$ cat config.mk
export PLATFORM = sky130hd
export DESIGN_NAME = wpa_rsn_ie_parser_core
export DESIGN_NICKNAME = d
export VERILOG_FILES = /design/src/wrsn_pkg.sv /design/src/wpa_rsn_ie_parser_core.sv
export SDC_FILE = /design/constraint.sdc
export NUM_CORES = 1
export LEC_CHECK = 0
export ABC_CLOCK_PERIOD_IN_PS = 7600
export BUFFER_PORTS_ARGS = -buffer_cell sky130_fd_sc_hd__buf_2
export CORE_MARGIN = 2
export CORE_UTILIZATION = 45
export CTS_CLUSTER_SIZE = 20
export DETAILED_ROUTE_END_ITERATION = 7
export SLEW_MARGIN = 15
export SYNTH_ARGS = -nofsm -noshare
export SYNTH_HDL_FRONTEND = slang
export SYNTH_SLANG_ARGS = --single-unit
$ cat constraint.sdc
create_clock -name clk -period 7.6 [get_ports clk]
set_input_delay 1.52 -clock clk [delete_from_list [all_inputs] [get_ports clk]]
set_output_delay 1.52 -clock clk [all_outputs]
set_load 0.05 [all_outputs]
$ cat src/wrsn_pkg.sv
// Shared constants and header tables for the WPA / RSN element parser.
`timescale 1ns / 1ps

package wrsn_pkg;

  // Element identifiers.
  localparam logic [7:0] ID_RSN = 8'h30;
  localparam logic [7:0] ID_WPA = 8'hdd;

  // Suite selector OUIs.
  localparam logic [23:0] OUI_WPA = 24'h0050f2;
  localparam logic [23:0] OUI_RSN = 24'h000fac;

  // Fixed header sizes in bytes, counted from the element id.
  localparam logic [3:0] HEAD_WPA = 4'd8;
  localparam logic [3:0] HEAD_RSN = 4'd4;

  // Bytes per suite selector and per PMKID, as shifts.
  localparam int SEL_BYTES_LOG2   = 2;
  localparam int PMKID_BYTES_LOG2 = 4;

  // Status codes, also used as the sticky error code.
  localparam logic [2:0] ST_OK            = 3'd0;
  localparam logic [2:0] ST_BAD_HEADER    = 3'd1;
  localparam logic [2:0] ST_PARTIAL_GROUP = 3'd2;
  localparam logic [2:0] ST_PAIR_COUNT    = 3'd3;
  localparam logic [2:0] ST_AKM_COUNT     = 3'd4;
  localparam logic [2:0] ST_ODD_PAIR      = 3'd5;
  localparam logic [2:0] ST_ODD_AKM       = 3'd6;
  localparam logic [2:0] ST_TRAILING      = 3'd7;

  // Cipher mask bits.
  localparam logic [4:0] CIPHER_NONE   = 5'b00001;
  localparam logic [4:0] CIPHER_WEP40  = 5'b00010;
  localparam logic [4:0] CIPHER_TKIP   = 5'b00100;
  localparam logic [4:0] CIPHER_CCMP   = 5'b01000;
  localparam logic [4:0] CIPHER_WEP104 = 5'b10000;

  // Suite type codes for ciphers.
  localparam logic [7:0] SUITE_NONE   = 8'd0;
  localparam logic [7:0] SUITE_WEP40  = 8'd1;
  localparam logic [7:0] SUITE_TKIP   = 8'd2;
  localparam logic [7:0] SUITE_CCMP   = 8'd4;
  localparam logic [7:0] SUITE_WEP104 = 8'd5;

  // Key management mask bits and suite type codes.
  localparam logic [1:0] AKM_8021X      = 2'b01;
  localparam logic [1:0] AKM_PSK        = 2'b10;
  localparam logic [7:0] SUITE_AKM_8021X = 8'd1;
  localparam logic [7:0] SUITE_AKM_PSK   = 8'd2;

  // Expected header byte at a given position; the length byte is never compared.
  function automatic logic [7:0] head_byte(input logic rsn, input logic [2:0] idx);
    logic [7:0] val;
    val = 8'h00;
    if (rsn) begin
      case (idx)
        3'd0:    val = ID_RSN;
        3'd2:    val = 8'h01;
        default: val = 8'h00;
      endcase
    end else begin
      case (idx)
        3'd0:    val = ID_WPA;
        3'd3:    val = 8'h50;
        3'd4:    val = 8'hf2;
        3'd5:    val = 8'h01;
        3'd6:    val = 8'h01;
        default: val = 8'h00;
      endcase
    end
    return val;
  endfunction

endpackage

$ cat src/wpa_rsn_ie_parser_core.sv
// WPA / RSN information element parser, top level.
//
// Bytes of one element enter on the input channel (ie_byte, last_byte,
// in_valid, in_stall), starting with the element id, one item per cycle while in_stall is low.
// The item that carries last_byte closes the element and produces one
// result item on the output channel (status, is_rsn, the cipher and key
// management masks, preauth, pmkid_count, pmkid_offset, out_valid,
// out_stall). Other items produce no result.
// Each accepted item is first held in an input register and is then
// folded into the parser state; the result of a closing item is loaded
// from the input register into the output register. The block takes
// one item every cycle while in_stall is low. The input register only
// waits when it holds a closing item while the output register still
// holds an untaken result, so in_stall follows out_stall for that case alone.
// Reset (rst, synchronous) empties both registers and returns the parser
// to expect an element id. After each closing item the parser restarts
// on its own for the next element.
`timescale 1ns / 1ps

module wpa_rsn_ie_parser_core (
  input  logic        clk,
  input  logic        rst,
  input  logic        in_valid,
  output logic        in_stall,
  input  logic [7:0]  ie_byte,
  input  logic        last_byte,
  output logic        out_valid,
  input  logic        out_stall,
  output logic [2:0]  status,
  output logic        is_rsn,
  output logic [4:0]  grp_ciphers,
  output logic [4:0]  pairwise_ciphers,
  output logic [1:0]  akm_types,
  output logic        preauth,
  output logic [15:0] pmkid_count,
  output logic [8:0]  pmkid_offset
);

  typedef enum logic [3:0] {
    PH_ID,
    PH_LEN,
    PH_HDR,
    PH_GROUP,
    PH_PCNT,
    PH_PLIST,
    PH_ACNT,
    PH_ALIST,
    PH_CAP,
    PH_KCNT,
    PH_DONE
  } phase_t;

  typedef struct packed {
    phase_t     phase;
    logic [2:0] err;
  } field_open_t;

  // Input register.
  logic       hold_valid;
  logic [7:0] hold_byte;
  logic       hold_last;
  logic       hold_adv;

  // Parser state.
  phase_t      parse_phase;
  logic [8:0]  byte_position;
  logic [7:0]  declared_length;
  logic [31:0] selector_shift;
  logic [2:0]  field_index;
  logic [15:0] list_count;
  logic        rsn_flag;
  logic [4:0]  group_mask;
  logic [4:0]  pairwise_mask;
  logic [1:0]  akm_mask;
  logic        preauth_flag;
  logic [15:0] pmkid_number;
  logic [8:0]  pmkid_start;
  logic [2:0]  error_code;

  phase_t      parse_phase_next;
  logic [8:0]  byte_position_next;
  logic [7:0]  declared_length_next;
  logic [31:0] selector_shift_next;
  logic [2:0]  field_index_next;
  logic [15:0] list_count_next;
  logic        rsn_flag_next;
  logic [4:0]  group_mask_next;
  logic [4:0]  pairwise_mask_next;
  logic [1:0]  akm_mask_next;
  logic        preauth_flag_next;
  logic [15:0] pmkid_number_next;
  logic [8:0]  pmkid_start_next;
  logic [2:0]  error_code_next;

  // Result values of a closing item.
  logic [2:0]  res_status;
  logic        res_ok;
  logic [8:0]  res_end;

  // Helpers derived from the current state and the held byte.
  logic [9:0]  pos_inc;
  logic [8:0]  elem_end;
  logic [3:0]  head;
  logic [8:0]  rem_head;
  logic [8:0]  rem_inc;
  logic [31:0] shift_take;
  logic [2:0]  index_take;
  logic [15:0] count_le;
  logic [15:0] list_dec;
  logic        list_short;
  logic        pmkid_short;
  field_open_t open_res;

  // Bytes left from position p to the end the length byte declares.
  function automatic logic [8:0] remaining(input logic [8:0] e, input logic [9:0] p);
    logic [9:0] e_wide;
    e_wide = {1'b0, e};
    return (e_wide > p) ? 9'(e_wide - p) : 9'd0;
  endfunction

  // Cipher suite selector to mask; a foreign OUI or unknown type gives zero.
  function automatic logic [4:0] cipher_bits(input logic [31:0] sel, input logic rsn);
    logic [4:0] bits;
    bits = 5'd0;
    if (sel[31:8] == (rsn ? wrsn_pkg::OUI_RSN : wrsn_pkg::OUI_WPA)) begin
      case (sel[7:0])
        wrsn_pkg::SUITE_NONE:   bits = wrsn_pkg::CIPHER_NONE;
        wrsn_pkg::SUITE_WEP40:  bits = wrsn_pkg::CIPHER_WEP40;
        wrsn_pkg::SUITE_TKIP:   bits = wrsn_pkg::CIPHER_TKIP;
        wrsn_pkg::SUITE_CCMP:   bits = wrsn_pkg::CIPHER_CCMP;
        wrsn_pkg::SUITE_WEP104: bits = wrsn_pkg::CIPHER_WEP104;
        default:                bits = 5'd0;
      endcase
    end
    return bits;
  endfunction

  // Key management suite selector to mask.
  function automatic logic [1:0] akm_bits(input logic [31:0] sel, input logic rsn);
    logic [1:0] bits;
    bits = 2'd0;
    if (sel[31:8] == (rsn ? wrsn_pkg::OUI_RSN : wrsn_pkg::OUI_WPA)) begin
      case (sel[7:0])
        wrsn_pkg::SUITE_AKM_8021X: bits = wrsn_pkg::AKM_8021X;
        wrsn_pkg::SUITE_AKM_PSK:   bits = wrsn_pkg::AKM_PSK;
        default:                   bits = 2'd0;
      endcase
    end
    return bits;
  endfunction

  // Decide how the next optional field starts from the bytes that are left.
  function automatic field_open_t open_field(input phase_t kind, input logic [8:0] rem,
                                             input logic rsn, input phase_t cur);
    field_open_t r;
    r.phase = cur;
    r.err   = wrsn_pkg::ST_OK;
    if (rem == 9'd0) begin
      r.phase = PH_DONE;
    end else begin
      case (kind)
        PH_GROUP: begin
          if (rem < 9'd4) r.err = wrsn_pkg::ST_PARTIAL_GROUP;
          else r.phase = PH_GROUP;
        end
        PH_PCNT: begin
          if (rem < 9'd2) r.err = wrsn_pkg::ST_ODD_PAIR;
          else r.phase = PH_PCNT;
        end
        PH_ACNT: begin
          if (rem < 9'd2) r.err = wrsn_pkg::ST_ODD_AKM;
          else r.phase = PH_ACNT;
        end
        PH_CAP: begin
          if (rem >= 9'd2) r.phase = PH_CAP;
          else if (rsn) r.phase = PH_DONE;
          else r.err = wrsn_pkg::ST_TRAILING;
        end
        default: begin
          if (rem >= 9'd2) r.phase = PH_KCNT;
          else r.phase = PH_DONE;
        end
      endcase
    end
    return r;
  endfunction

  // Handshake: only a closing item can wait, and only for the output register.
  assign hold_adv = !hold_last || !out_valid || !out_stall;
  assign in_stall = hold_valid && !hold_adv;

  // Positions, remaining byte counts and the selector shift of this byte.
  assign pos_inc     = {1'b0, byte_position} + 10'd1;
  assign elem_end    = {1'b0, declared_length} + 9'd2;
  assign head        = rsn_flag ? wrsn_pkg::HEAD_RSN : wrsn_pkg::HEAD_WPA;
  assign rem_head    = remaining(elem_end, {6'd0, head});
  assign rem_inc     = remaining(elem_end, pos_inc);
  assign shift_take  = {selector_shift[23:0], hold_byte};
  assign index_take  = field_index + 3'd1;
  assign count_le    = {shift_take[7:0], shift_take[15:8]};
  assign list_dec    = list_count - 16'd1;
  assign list_short  = {9'd0, rem_inc} < (18'(count_le) << wrsn_pkg::SEL_BYTES_LOG2);
  assign pmkid_short = {11'd0, rem_inc} < (20'(count_le) << wrsn_pkg::PMKID_BYTES_LOG2);

  // Fold one byte into the parser state.
  always_comb begin
    parse_phase_next     = parse_phase;
    byte_position_next   = (byte_position != 9'h1ff) ? pos_inc[8:0] : byte_position;
    declared_length_next = declared_length;
    selector_shift_next  = selector_shift;
    field_index_next     = field_index;
    list_count_next      = list_count;
    rsn_flag_next        = rsn_flag;
    group_mask_next      = group_mask;
    pairwise_mask_next   = pairwise_mask;
    akm_mask_next        = akm_mask;
    preauth_flag_next    = preauth_flag;
    pmkid_number_next    = pmkid_number;
    pmkid_start_next     = pmkid_start;
    error_code_next      = error_code;
    open_res             = '{phase: parse_phase, err: wrsn_pkg::ST_OK};

    if (error_code == wrsn_pkg::ST_OK) begin
      case (parse_phase)
        PH_ID: begin
          rsn_flag_next      = (hold_byte == wrsn_pkg::ID_RSN);
          group_mask_next    = (hold_byte == wrsn_pkg::ID_RSN) ? wrsn_pkg::CIPHER_CCMP
                                                                : wrsn_pkg::CIPHER_TKIP;
          pairwise_mask_next = group_mask_next;
          akm_mask_next      = wrsn_pkg::AKM_8021X;
          if (hold_byte != wrsn_pkg::ID_RSN && hold_byte != wrsn_pkg::ID_WPA) begin
            error_code_next = wrsn_pkg::ST_BAD_HEADER;
          end
          parse_phase_next = PH_LEN;
        end
        PH_LEN: begin
          declared_length_next = hold_byte;
          if (({1'b0, hold_byte} + 9'd2) < {5'd0, head}) begin
            error_code_next = wrsn_pkg::ST_BAD_HEADER;
          end
          parse_phase_next = PH_HDR;
        end
        PH_HDR: begin
          if (hold_byte != wrsn_pkg::head_byte(rsn_flag, byte_position[2:0])) begin
            error_code_next = wrsn_pkg::ST_BAD_HEADER;
          end else if (pos_inc >= {6'd0, head}) begin
            open_res            = open_field(PH_GROUP, rem_head, rsn_flag, parse_phase);
            parse_phase_next    = open_res.phase;
            error_code_next     = open_res.err;
            field_index_next    = 3'd0;
            selector_shift_next = 32'd0;
          end
        end
        PH_GROUP: begin
          selector_shift_next = shift_take;
          field_index_next    = index_take;
          if (index_take >= 3'd4) begin
            group_mask_next     = cipher_bits(shift_take, rsn_flag);
            open_res            = open_field(PH_PCNT, rem_inc, rsn_flag, parse_phase);
            parse_phase_next    = open_res.phase;
            error_code_next     = open_res.err;
            field_index_next    = 3'd0;
            selector_shift_next = 32'd0;
          end
        end
        PH_PCNT, PH_ACNT: begin
          selector_shift_next = shift_take;
          field_index_next    = index_take;
          if (index_take >= 3'd2) begin
            if (count_le == 16'd0 || list_short) begin
              error_code_next = (parse_phase == PH_PCNT) ? wrsn_pkg::ST_PAIR_COUNT
                                                         : wrsn_pkg::ST_AKM_COUNT;
            end else begin
              list_count_next = count_le;
              if (parse_phase == PH_PCNT) begin
                pairwise_mask_next = 5'd0;
                parse_phase_next   = PH_PLIST;
              end else begin
                akm_mask_next    = 2'd0;
                parse_phase_next = PH_ALIST;
              end
              field_index_next    = 3'd0;
              selector_shift_next = 32'd0;
            end
          end
        end
        PH_PLIST, PH_ALIST: begin
          selector_shift_next = shift_take;
          field_index_next    = index_take;
          if (index_take >= 3'd4) begin
            if (parse_phase == PH_PLIST) begin
              pairwise_mask_next = pairwise_mask | cipher_bits(shift_take, rsn_flag);
            end else begin
              akm_mask_next = akm_mask | akm_bits(shift_take, rsn_flag);
            end
            list_count_next     = list_dec;
            field_index_next    = 3'd0;
            selector_shift_next = 32'd0;
            if (list_dec == 16'd0) begin
              open_res = open_field((parse_phase == PH_PLIST) ? PH_ACNT : PH_CAP,
                                    rem_inc, rsn_flag, parse_phase);
              parse_phase_next = open_res.phase;
              error_code_next  = open_res.err;
            end
          end
        end
        PH_CAP: begin
          if (field_index == 3'd0) begin
            preauth_flag_next = hold_byte[0];
          end
          selector_shift_next = shift_take;
          field_index_next    = index_take;
          if (index_take >= 3'd2) begin
            if (rsn_flag) begin
              open_res            = open_field(PH_KCNT, rem_inc, rsn_flag, parse_phase);
              parse_phase_next    = open_res.phase;
              error_code_next     = open_res.err;
              field_index_next    = 3'd0;
              selector_shift_next = 32'd0;
            end else if (rem_inc != 9'd0) begin
              error_code_next = wrsn_pkg::ST_TRAILING;
            end else begin
              parse_phase_next = PH_DONE;
            end
          end
        end
        PH_KCNT: begin
          selector_shift_next = shift_take;
          field_index_next    = index_take;
          if (index_take >= 3'd2) begin
            if (pmkid_short) begin
              pmkid_number_next = 16'd0;
            end else begin
              pmkid_number_next = count_le;
              pmkid_start_next  = (count_le != 16'd0) ? pos_inc[8:0] : 9'd0;
            end
            parse_phase_next = PH_DONE;
          end
        end
        default: begin
          parse_phase_next = parse_phase;
        end
      endcase
    end
  end

  // Result of a closing item; the size check always wins.
  assign res_end    = {1'b0, declared_length_next} + 9'd2;
  assign res_status = (pos_inc != {1'b0, res_end}) ? wrsn_pkg::ST_BAD_HEADER : error_code_next;
  assign res_ok     = (res_status == wrsn_pkg::ST_OK);

  // Input register, parser state and output register.
  always_ff @(posedge clk) begin
    if (rst) begin
      hold_valid      <= 1'b0;
      out_valid       <= 1'b0;
      parse_phase     <= PH_ID;
      byte_position   <= 9'd0;
      declared_length <= 8'd0;
      selector_shift  <= 32'd0;
      field_index     <= 3'd0;
      list_count      <= 16'd0;
      rsn_flag        <= 1'b0;
      group_mask      <= 5'd0;
      pairwise_mask   <= 5'd0;
      akm_mask        <= 2'd0;
      preauth_flag    <= 1'b0;
      pmkid_number    <= 16'd0;
      pmkid_start     <= 9'd0;
      error_code      <= wrsn_pkg::ST_OK;
    end else begin
      if (!in_stall) begin
        hold_valid <= in_valid;
        hold_byte  <= ie_byte;
        hold_last  <= last_byte;
      end

      if (hold_valid && hold_adv && hold_last) begin
        out_valid        <= 1'b1;
        status           <= res_status;
        is_rsn           <= rsn_flag_next;
        grp_ciphers      <= res_ok ? group_mask_next : 5'd0;
        pairwise_ciphers <= res_ok ? pairwise_mask_next : 5'd0;
        akm_types        <= res_ok ? akm_mask_next : 2'd0;
        preauth          <= res_ok && preauth_flag_next;
        pmkid_count      <= res_ok ? pmkid_number_next : 16'd0;
        pmkid_offset     <= (res_ok && pmkid_number_next != 16'd0) ? pmkid_start_next : 9'd0;
      end else if (!out_stall) begin
        out_valid <= 1'b0;
      end

      if (hold_valid && hold_adv) begin
        if (hold_last) begin
          // The element is closed: start over for the next one.
          parse_phase     <= PH_ID;
          byte_position   <= 9'd0;
          declared_length <= 8'd0;
          selector_shift  <= 32'd0;
          field_index     <= 3'd0;
          list_count      <= 16'd0;
          rsn_flag        <= 1'b0;
          group_mask      <= 5'd0;
          pairwise_mask   <= 5'd0;
          akm_mask        <= 2'd0;
          preauth_flag    <= 1'b0;
          pmkid_number    <= 16'd0;
          pmkid_start     <= 9'd0;
          error_code      <= wrsn_pkg::ST_OK;
        end else begin
          parse_phase     <= parse_phase_next;
          byte_position   <= byte_position_next;
          declared_length <= declared_length_next;
          selector_shift  <= selector_shift_next;
          field_index     <= field_index_next;
          list_count      <= list_count_next;
          rsn_flag        <= rsn_flag_next;
          group_mask      <= group_mask_next;
          pairwise_mask   <= pairwise_mask_next;
          akm_mask        <= akm_mask_next;
          preauth_flag    <= preauth_flag_next;
          pmkid_number    <= pmkid_number_next;
          pmkid_start     <= pmkid_start_next;
          error_code      <= error_code_next;
        end
      end
    end
  end

  // A failed element reports no decoded fields.
  a_error_fields_clear: assert property (@(posedge clk) disable iff (rst)
    (out_valid && status != wrsn_pkg::ST_OK) |->
      (grp_ciphers == 5'd0 && pairwise_ciphers == 5'd0 && akm_types == 2'd0 &&
       !preauth && pmkid_count == 16'd0 && pmkid_offset == 9'd0))
    else $error("error result carries decoded fields");

  // A PMKID offset is only given together with a PMKID count.
  a_offset_needs_count: assert property (@(posedge clk) disable iff (rst)
    (out_valid && pmkid_count == 16'd0) |-> (pmkid_offset == 9'd0))
    else $error("PMKID offset without PMKID count");

  // A closing item returns the parser to its start state.
  a_restart_after_last: assert property (@(posedge clk) disable iff (rst)
    (hold_valid && hold_adv && hold_last) |=>
      (byte_position == 9'd0 && parse_phase == PH_ID && error_code == wrsn_pkg::ST_OK))
    else $error("parser did not restart after a closing item");

  // The input side only waits behind an untaken result.
  a_stall_cause: assert property (@(posedge clk) disable iff (rst)
    in_stall |-> (hold_valid && hold_last && out_valid && out_stall))
    else $error("input stalled without a pending result");

  // Once an error is latched it holds until the element closes.
  a_error_sticky: assert property (@(posedge clk) disable iff (rst)
    (hold_valid && hold_adv && !hold_last && error_code != wrsn_pkg::ST_OK) |=>
      (error_code == $past(error_code)))
    else $error("latched error code changed inside an element");

endmodule
==> summary.md, run 1 <==
| Metric | Value |
|---|---|
| Syn-to-layout area delta | 8.93% |
| Number of hold buffers added after cts | 0 |
| Total power per unit cell area | ~170 mW/mm^2 |
| Clock insertion delay at the later pin of the skew report | 0.43 ns |
| EDFF count, synth | 51 |
| Final-layout setup total negative slack | 0 ns |
| Die Footprint | roughly 0.024 sq mm |
| Maximum number of pins on one net before global-route repair | 43 |
| Dpl hpwl | roughly 22000 um |
| Power, Total | 0.00192 W |
| Hold violation total from the final report | 0 |
| Count of different cell masters after synthesis | 96 |
| Primary FF master, synth | sky130_fd_sc_hd__dfxtp_1 |
| Area share of the largest cell type after synthesis | 0.209 |
| Worst setup slack before clock tree synthesis | 1.04 ns |
| R2R Path Start | byte_position[2] |
| CP arrival | around 6.9 ns |
| Clock tree buffer depth | 2 |
| Cells along the critical path | and4_4, and3_1, xor2_1, inv_1, ha_1, inv_1, nor4_2, a21oi_1, a21oi_2, nor2_1, ha_1, a21o_1, a21oi_1, o22ai_1, or4bb_1, a311o_1, o31a_1, nand4_1, a31oi_1, or2_2, a2111oi_2 |
| Most common cell after layout, fill and taps aside | sky130_fd_sc_hd__nor2_1 |
| Async SR Flop Fraction | 0 |
| Relative slew slack | 0.267 |
| Post-Synthesis Mean Instance Area | a little under 9 sq um |
| Kind of start point of the critical path | register |
| Count of non-filler cells in the finished layout | roughly 1.5k |
| Worst clock skew | 0.0137 ns |
| Status | finished, final reports clean |
| Gp weighted congestion | between 0.9 and 1 |
| Post-Place Cell Area | about 0.011 sq mm |
| Number of primary I/O pins | 57 |
| Largest voltage drop on the vdd net | between 0.1 and 0.15 mV |
| Post-CTS Setup Inserts | 0 |
| H-tree levels | 4 |
| Path class of the lowest-slack min-delay path | register to register |
| Min-Delay Startpoint | pmkid_start[2] |
| Net count of the mapped netlist | roughly 1.3k |
| Crit-path leading delay family | simple AND/OR/NAND/NOR gates |
| Yosys warnings | 0 |
| Hold depth | 1 |
| Vias/cell | 6.22 |
| Routed wirelength normalized by instance count | 20.5 um |
| Post-synth design cell area | around 0.010 sq mm |
| Number of buffers added on ports | 56 |
| Total CTS buffers | 17 |
| Routed wire length | 30700 um |
| Initial detailed-routing violation count | approximately 880 |
| Required time reported for the critical path endpoint | just under 8 ns |
| Fill cell total of the finished layout | roughly 2.2k |
| Worst reg-to-reg setup slack | between 0.9 and 1 ns |
| Final Cell Area | approximately 0.011 sq mm |
| Tightest Pin Transition | roughly 1.1 ns |
| Die width | roughly 160 um |
| Sinks on Clock Net | ~160 |
| Maximum Capacitance Violations | 0 |
| RSZ-0062 raised after global routing | no |
| Reg2Reg Capture Point | pairwise_ciphers[3] |
| Buffer cell driving the clock tree root | sky130_fd_sc_hd__clkbuf_16 |
| Max Clk Rate | 0.150 GHz |
| Setup CP Type | register to register |
| Placeable Area | about 0.023 sq mm |
| Max-slew violation total from the final report | 0 |
| Number of global-route vias before repair | approximately 8.6k |
| Number of cells on the worst reg-to-reg path | 21 |
| Gates resized, CTS repair | 0 |
| Worst-case hold path end point | pmkid_start[2] |
| Drc violations | 0 |
| Initial core utilization | 0.457 |
| Setup-violating endpoint count in the final report | 0 |
| Crit path largest cell delay | 0.65 ns |
| Number of rows created at floorplan | 55 |
| Crit path time final | 6.67 ns |
| GR Util All Layers | 0.259 |
| Setup crit end kind | register |
| Most frequent cells in the layout | sky130_fd_sc_hd__nor2_1, sky130_fd_sc_hd__nand2_1, sky130_fd_sc_hd__dfxtp_1, sky130_fd_sc_hd__a21oi_1, sky130_fd_sc_hd__buf_2 |
| Leakage | 4.03 nW |
| Antenna violations before repair | 0 |
| Diodes inserted | 0 |
| CTS tree | yes |
| Highest net fanout along the worst path | 38 |
| Min setup slack post-route | roughly 0.93 ns |
| Post-route fraction of the period consumed by the critical path | 0.878 |
| ANT nets after route | 0 |
| Fraction of layout cells with a size suffix above 1 | 0.132 |
| First-pass GRT wire length | 48700 um |
| Total number of vias | between 9k and 10k |
| Vert. Die Dim | about 160 um |
| Syn Inst Count | 1191 |
| Cell type with the highest aggregate area in the netlist | sky130_fd_sc_hd__dfxtp_1 |
| Area contributors post-synth | sky130_fd_sc_hd__dfxtp_1, sky130_fd_sc_hd__edfxtp_1, sky130_fd_sc_hd__ha_1, sky130_fd_sc_hd__nor2_1, sky130_fd_sc_hd__nand2_1 |
| Critical-path top delay cell | sky130_fd_sc_hd__or2_2 |
| CP bufs+invs | 2 |
| Final nets | approximately 1.3k |
| Sequential share of the synthesized area | 0.357 |
| Clk slew on worst S/H paths | roughly 0.070 ns |
| DR pass1 iterations | 5 |
| Total congestion overflow after global routing | 0 |
| Total instance count after detailed placement | 1470 |
| Number of storage elements in the synthesis netlist | between 150 and 200 |
==> logic make-up (layout without fill, tap and decap cells) <==
group,count (synthesis),count (layout),share of synthesized area
AND/OR/NAND/NOR,501,501,0.262
XOR/XNOR,37,37,0.0353
adder cells (fa/ha/maj),50,50,0.0619
AO/OA/AOI/OAI,313,313,0.215
multiplexers,21,21,0.0210
buffers and inverters,110,136,0.0474
flip-flops,159,159,0.357
==> Yosys cell counts, types with 8 or more instances <==
library cell and count:
sky130_fd_sc_hd__nand3_1 22, sky130_fd_sc_hd__o31ai_1 13, sky130_fd_sc_hd__clkbuf_1 49, sky130_fd_sc_hd__a31oi_1 11, sky130_fd_sc_hd__or3_1 11, sky130_fd_sc_hd__mux2i_1 15, sky130_fd_sc_hd__nor2b_1 10, sky130_fd_sc_hd__o21a_1 10
sky130_fd_sc_hd__inv_1 36, sky130_fd_sc_hd__nor4_2 21, sky130_fd_sc_hd__and2_1 22, sky130_fd_sc_hd__o21ai_0 47, sky130_fd_sc_hd__xor2_1 12, sky130_fd_sc_hd__nor2_1 143, sky130_fd_sc_hd__a21oi_1 62, sky130_fd_sc_hd__nand2b_1 20
sky130_fd_sc_hd__a211oi_1 10, sky130_fd_sc_hd__buf_2 11, sky130_fd_sc_hd__a32oi_1 9, sky130_fd_sc_hd__a21o_1 8, sky130_fd_sc_hd__a221o_1 8, sky130_fd_sc_hd__o2bb2ai_1 9, sky130_fd_sc_hd__nand4_1 17, sky130_fd_sc_hd__dfxtp_1 108
sky130_fd_sc_hd__xnor2_1 21, sky130_fd_sc_hd__edfxtp_1 51, sky130_fd_sc_hd__nor3_1 28, sky130_fd_sc_hd__nand2_1 115, sky130_fd_sc_hd__a22o_1 17, sky130_fd_sc_hd__nor4_1 32, sky130_fd_sc_hd__ha_1 48, sky130_fd_sc_hd__a22oi_1 44
sky130_fd_sc_hd__o211ai_1 9
==> cell type report <==
type / instances / area [sq um] / area share
well taps: 285 / 357 / 0.0316
multi-input cells: 922 / 6180 / 0.548
inverters: 36 / 135 / 0.0120
repair buffers: 68 / 370 / 0.0328
clock buffers: 19 / 433 / 0.0384
clock inverters: 13 / 105 / 0.00932
flip-flops and latches: 159 / 3690 / 0.328
==> power breakdown <==
| group | switching (W) | internal (W) | total, W |
|---|---|---|---|
| clock network | 0.000395 | 0.000426 | 0.000821 |
| logic | 0.000133 | 0.0000609 | 0.000194 |
| registers | 0.0000187 | 0.000883 | 0.000902 |
| total | 0.000547 | 0.00137 | 0.00192 |
==> per-stage QoR <==
| stage | utilization | hold slack [ns] |
|---|---|---|
| floorplan | - | 0.432 |
| CTS | 0.498 | 0.469 |
| finish | 0.498 | 0.467 |
| global route | 0.498 | 0.477 |
| global placement | 0.474 | 0.449 |
| detailed placement | 0.474 | 0.450 |
==> flip-flops by register name (all words and copies together) (netlist names), 2 cells and up <==
name / count
selector_shift: 24
list_count: 16
pmkid_count: 16
pmkid_number: 16
byte_position: 9
pmkid_offset: 9
pmkid_start: 9
declared_length: 8
hold_byte: 8
group_mask: 5
grp_ciphers: 5
pairwise_ciphers: 5
pairwise_mask: 5
parse_phase: 4
error_code: 3
field_index: 3
status: 3
akm_mask: 2
akm_types: 2
==> worst max-delay path by stage <==
stage | to | depth (start not counted) | startpoint
4_1_cts | pairwise_ciphers[3] | 21 | byte_position[2]
2_1_floorplan | akm_types[0] | 5 | out_stall
6_report | pairwise_ciphers[3] | 21 | byte_position[2]
3_3_place_gp | pairwise_ciphers[3] | 21 | byte_position[2]
3_5_place_dp | pairwise_ciphers[3] | 21 | byte_position[2]
5_1_grt | pairwise_ciphers[3] | 21 | byte_position[2]
==> worst reg2reg max path, delay by kind of cell, from the launching register on <==
kind	cells	cell delay [ns]
compound gates	9	2.17
fa+ha+maj	2	0.72
buf+inv	2	0.24
xor+xnor	1	0.35
simple gates	7	2.39
flops	1	0.62
==> per-layer routing <==
layer  track usage  part of all wire
met1         0.366              0.46
met2         0.411              0.46
met3        0.0394             0.069
met4        0.0716             0.016
met5             0                 0
No activity file was read; power rests on OpenSTA's default activity.
==> run 2: changes to the inputs <==
--- a/config.mk
+++ b/config.mk
@@ -8,7 +8,7 @@
 export ABC_CLOCK_PERIOD_IN_PS = 7600
 export BUFFER_PORTS_ARGS = -buffer_cell sky130_fd_sc_hd__buf_2
 export CORE_MARGIN = 2
-export CORE_UTILIZATION = 45
+export CORE_UTILIZATION = 40
 export CTS_CLUSTER_SIZE = 20
 export DETAILED_ROUTE_END_ITERATION = 7
 export SLEW_MARGIN = 15
==> summary.md, run 2 (synthesized netlist as in run 1, its figures left out) <==
| Metric | Value |
|---|---|
| Status | finished, final reports clean |
| Worst setup slack before clock tree synthesis | 0.968 ns |
| Cells along the critical path | and4_4, and3_1, xor2_1, inv_1, ha_1, inv_1, nor4_2, a21oi_1, a21oi_2, nor2_1, ha_1, a21o_1, a21oi_1, o22ai_1, or4bb_1, a311o_1, o31a_1, nand4_1, a31oi_1, or2_2, a2111oi_2 |
| Highest net fanout along the worst path | 38 |
| Hold depth | 1 |
| Maximum number of pins on one net before global-route repair | 43 |
| Hold violation total from the final report | 0 |
| Required time reported for the critical path endpoint | between 7 and 8 ns |
| Initial core utilization | 0.409 |
| Routed wirelength normalized by instance count | between 20 and 25 um |
| Worst-case hold path end point | pmkid_start[0] |
| Sinks on Clock Net | around 160 |
| Crit path time final | between 6 and 7 ns |
| Vias/cell | 6.08 |
| Syn-to-layout area delta | 10.1% |
| Max Clk Rate | around 0.15 GHz |
| GR Util All Layers | 0.236 |
| Gates resized, CTS repair | 0 |
| Routed wire length | roughly 32000 um |
| DR pass1 iterations | 5 |
| CP arrival | ~7.0 ns |
| Clk slew on worst S/H paths | ~0.070 ns |
| Hold slack | 0.467 ns |
| RSZ-0062 raised after global routing | no |
| ANT nets after route | 0 |
| Clock tree buffer depth | 2 |
| Path class of the lowest-slack min-delay path | register to register |
| Largest voltage drop on the vdd net | between 0.1 and 0.15 mV |
| Number of buffers added on ports | 56 |
| Post-route fraction of the period consumed by the critical path | 0.889 |
| Total CTS buffers | 17 |
| Number of flip-flops under the largest register name | 24 |
| Final-layout setup total negative slack | 0 ns |
| R2R Path Start | byte_position[2] |
| Clock insertion delay at the later pin of the skew report | approximately 0.44 ns |
| Power, Total | between 0.0015 and 0.002 W |
| Most common cell after layout, fill and taps aside | sky130_fd_sc_hd__nor2_1 |
| Initial detailed-routing violation count | slightly above 900 |
| Gp weighted congestion | 0.962 |
| Die width | approximately 160 um |
| Drc violations | 0 |
| Diodes inserted | 0 |
| Final nets | roughly 1.3k |
| Worst clock skew | about 0.015 ns |
| Number of global-route vias before repair | 8632 |
| Setup crit end kind | register |
| Kind of start point of the critical path | register |
| Number of cells on the worst reg-to-reg path | 21 |
| Register name with the most flops | selector_shift |
| Number of primary I/O pins | 57 |
| Min setup slack post-route | around 0.84 ns |
| Most frequent cells in the layout | sky130_fd_sc_hd__nor2_1, sky130_fd_sc_hd__nand2_1, sky130_fd_sc_hd__dfxtp_1, sky130_fd_sc_hd__a21oi_1, sky130_fd_sc_hd__buf_2 |
| Number of hold buffers added after cts | 0 |
| Post-CTS Setup Inserts | 0 |
| Vert. Die Dim | roughly 160 um |
| Leakage | between 4 and 5 nW |
| Placeable Area | roughly 0.025 sq mm |
| Relative slew slack | 0.280 |
| CP bufs+invs | 2 |
| Fraction of layout cells with a size suffix above 1 | 0.134 |
| Max-slew violation total from the final report | 0 |
| CTS tree | yes |
| Buffer cell driving the clock tree root | sky130_fd_sc_hd__clkbuf_16 |
| Antenna violations before repair | 0 |
| Number of rows created at floorplan | between 50 and 60 |
| First-pass GRT wire length | around 49000 um |
| Dpl hpwl | around 23000 um |
| Worst reg-to-reg setup slack | 0.84 ns |
| Tightest Pin Transition | between 1 and 1.5 ns |
| Crit path largest cell delay | between 0.6 and 0.7 ns |
| Total congestion overflow after global routing | 0 |
| Min-Delay Startpoint | pmkid_start[0] |
| Total number of vias | approximately 9.4k |
| Critical-path top delay cell | sky130_fd_sc_hd__or2_2 |
| Setup-violating endpoint count in the final report | 0 |
| Setup CP Type | register to register |
| Die Footprint | around 0.027 sq mm |
| H-tree levels | 4 |
| Maximum Capacitance Violations | 0 |
| Total power per unit cell area | roughly 170 mW/mm^2 |
| Reg2Reg Capture Point | pmkid_offset[5] |
| Crit-path leading delay family | simple AND/OR/NAND/NOR gates |
[run 2: changes by cell type in the layout (fill, tap and decap cells not counted), sizes merged]
cell,previous run,this run
buf,68,69
bufinv,0,1
clkbuf,19,17
clkinv,2,3
clkinvlp,4,3
inv,43,44
[run 2: how the worst max path moves through the flow]
stage / from / endpoint / slack (ns) / cells after the start
5_1_grt: byte_position[2] / pmkid_offset[5] / 0.52 / 21
3_3_place_gp: byte_position[2] / pairwise_ciphers[3] / 1.15 / 21
3_5_place_dp: byte_position[2] / pmkid_offset[5] / 0.97 / 21
6_report: byte_position[2] / pmkid_offset[5] / 0.84 / 21
4_1_cts: byte_position[2] / pmkid_offset[5] / 0.95 / 21
2_1_floorplan: out_stall / akm_types[0] / 2.13 / 5
[run 2: worst reg2reg max path, stage by stage (launching register included)]
cell,delay [ns]
sky130_fd_sc_hd__dfxtp_1,0.61
sky130_fd_sc_hd__and4_4,0.33
sky130_fd_sc_hd__and3_1,0.21
sky130_fd_sc_hd__xor2_1,0.35
sky130_fd_sc_hd__inv_1,0.12
sky130_fd_sc_hd__ha_1,0.38
sky130_fd_sc_hd__inv_1,0.10
sky130_fd_sc_hd__nor4_2,0.49
sky130_fd_sc_hd__a21oi_1,0.21
sky130_fd_sc_hd__a21oi_2,0.53
sky130_fd_sc_hd__nor2_1,0.15
sky130_fd_sc_hd__ha_1,0.33
sky130_fd_sc_hd__a21o_1,0.11
sky130_fd_sc_hd__a21oi_1,0.07
sky130_fd_sc_hd__o22ai_1,0.19
sky130_fd_sc_hd__or4bb_1,0.52
sky130_fd_sc_hd__a311o_1,0.33
sky130_fd_sc_hd__o31a_1,0.14
sky130_fd_sc_hd__nand4_1,0.14
sky130_fd_sc_hd__a31oi_1,0.14
sky130_fd_sc_hd__or2_2,0.64
sky130_fd_sc_hd__a2111oi_2,0.47
[run 2: layout make-up]
cell class              count  area (sq um)
flip-flops and latches    159          3690
repair buffers             69           378
clock buffers              17           425
fillers                  2498         13900
multi-input cells         922          6180
well taps                 330           413
inverters                  36           135
clock inverters            15           168
[run 2: layer usage]
layer,global-route usage,vias up,routed length (um)
li1,-,4479,-
met5,0,-,0
met1,0.341,4521,15200
met2,0.365,370,13900
met4,0.0660,0,541
met3,0.0379,46,2050
[run 2: stage by stage]
stage	cell area, sq um	cells	utilization
2_1_floorplan	10400	1191	-
3_3_place_gp	10800	1516	0.426
3_5_place_dp	10800	1516	0.426
4_1_cts	11400	1548	0.450
5_1_grt	11400	1548	0.450
6_report	11400	1548	0.450
[run 2: power breakdown]
group | leakage, nW | switching (W) | total [W] | internal [W]
combinational | 2.47 | 0.000142 | 0.000203 | 0.0000615
clock | 0.283 | 0.000407 | 0.000875 | 0.000467
sequential | 1.31 | 0.0000171 | 0.000900 | 0.000883
total | 4.06 | 0.000566 | 0.00198 | 0.00141
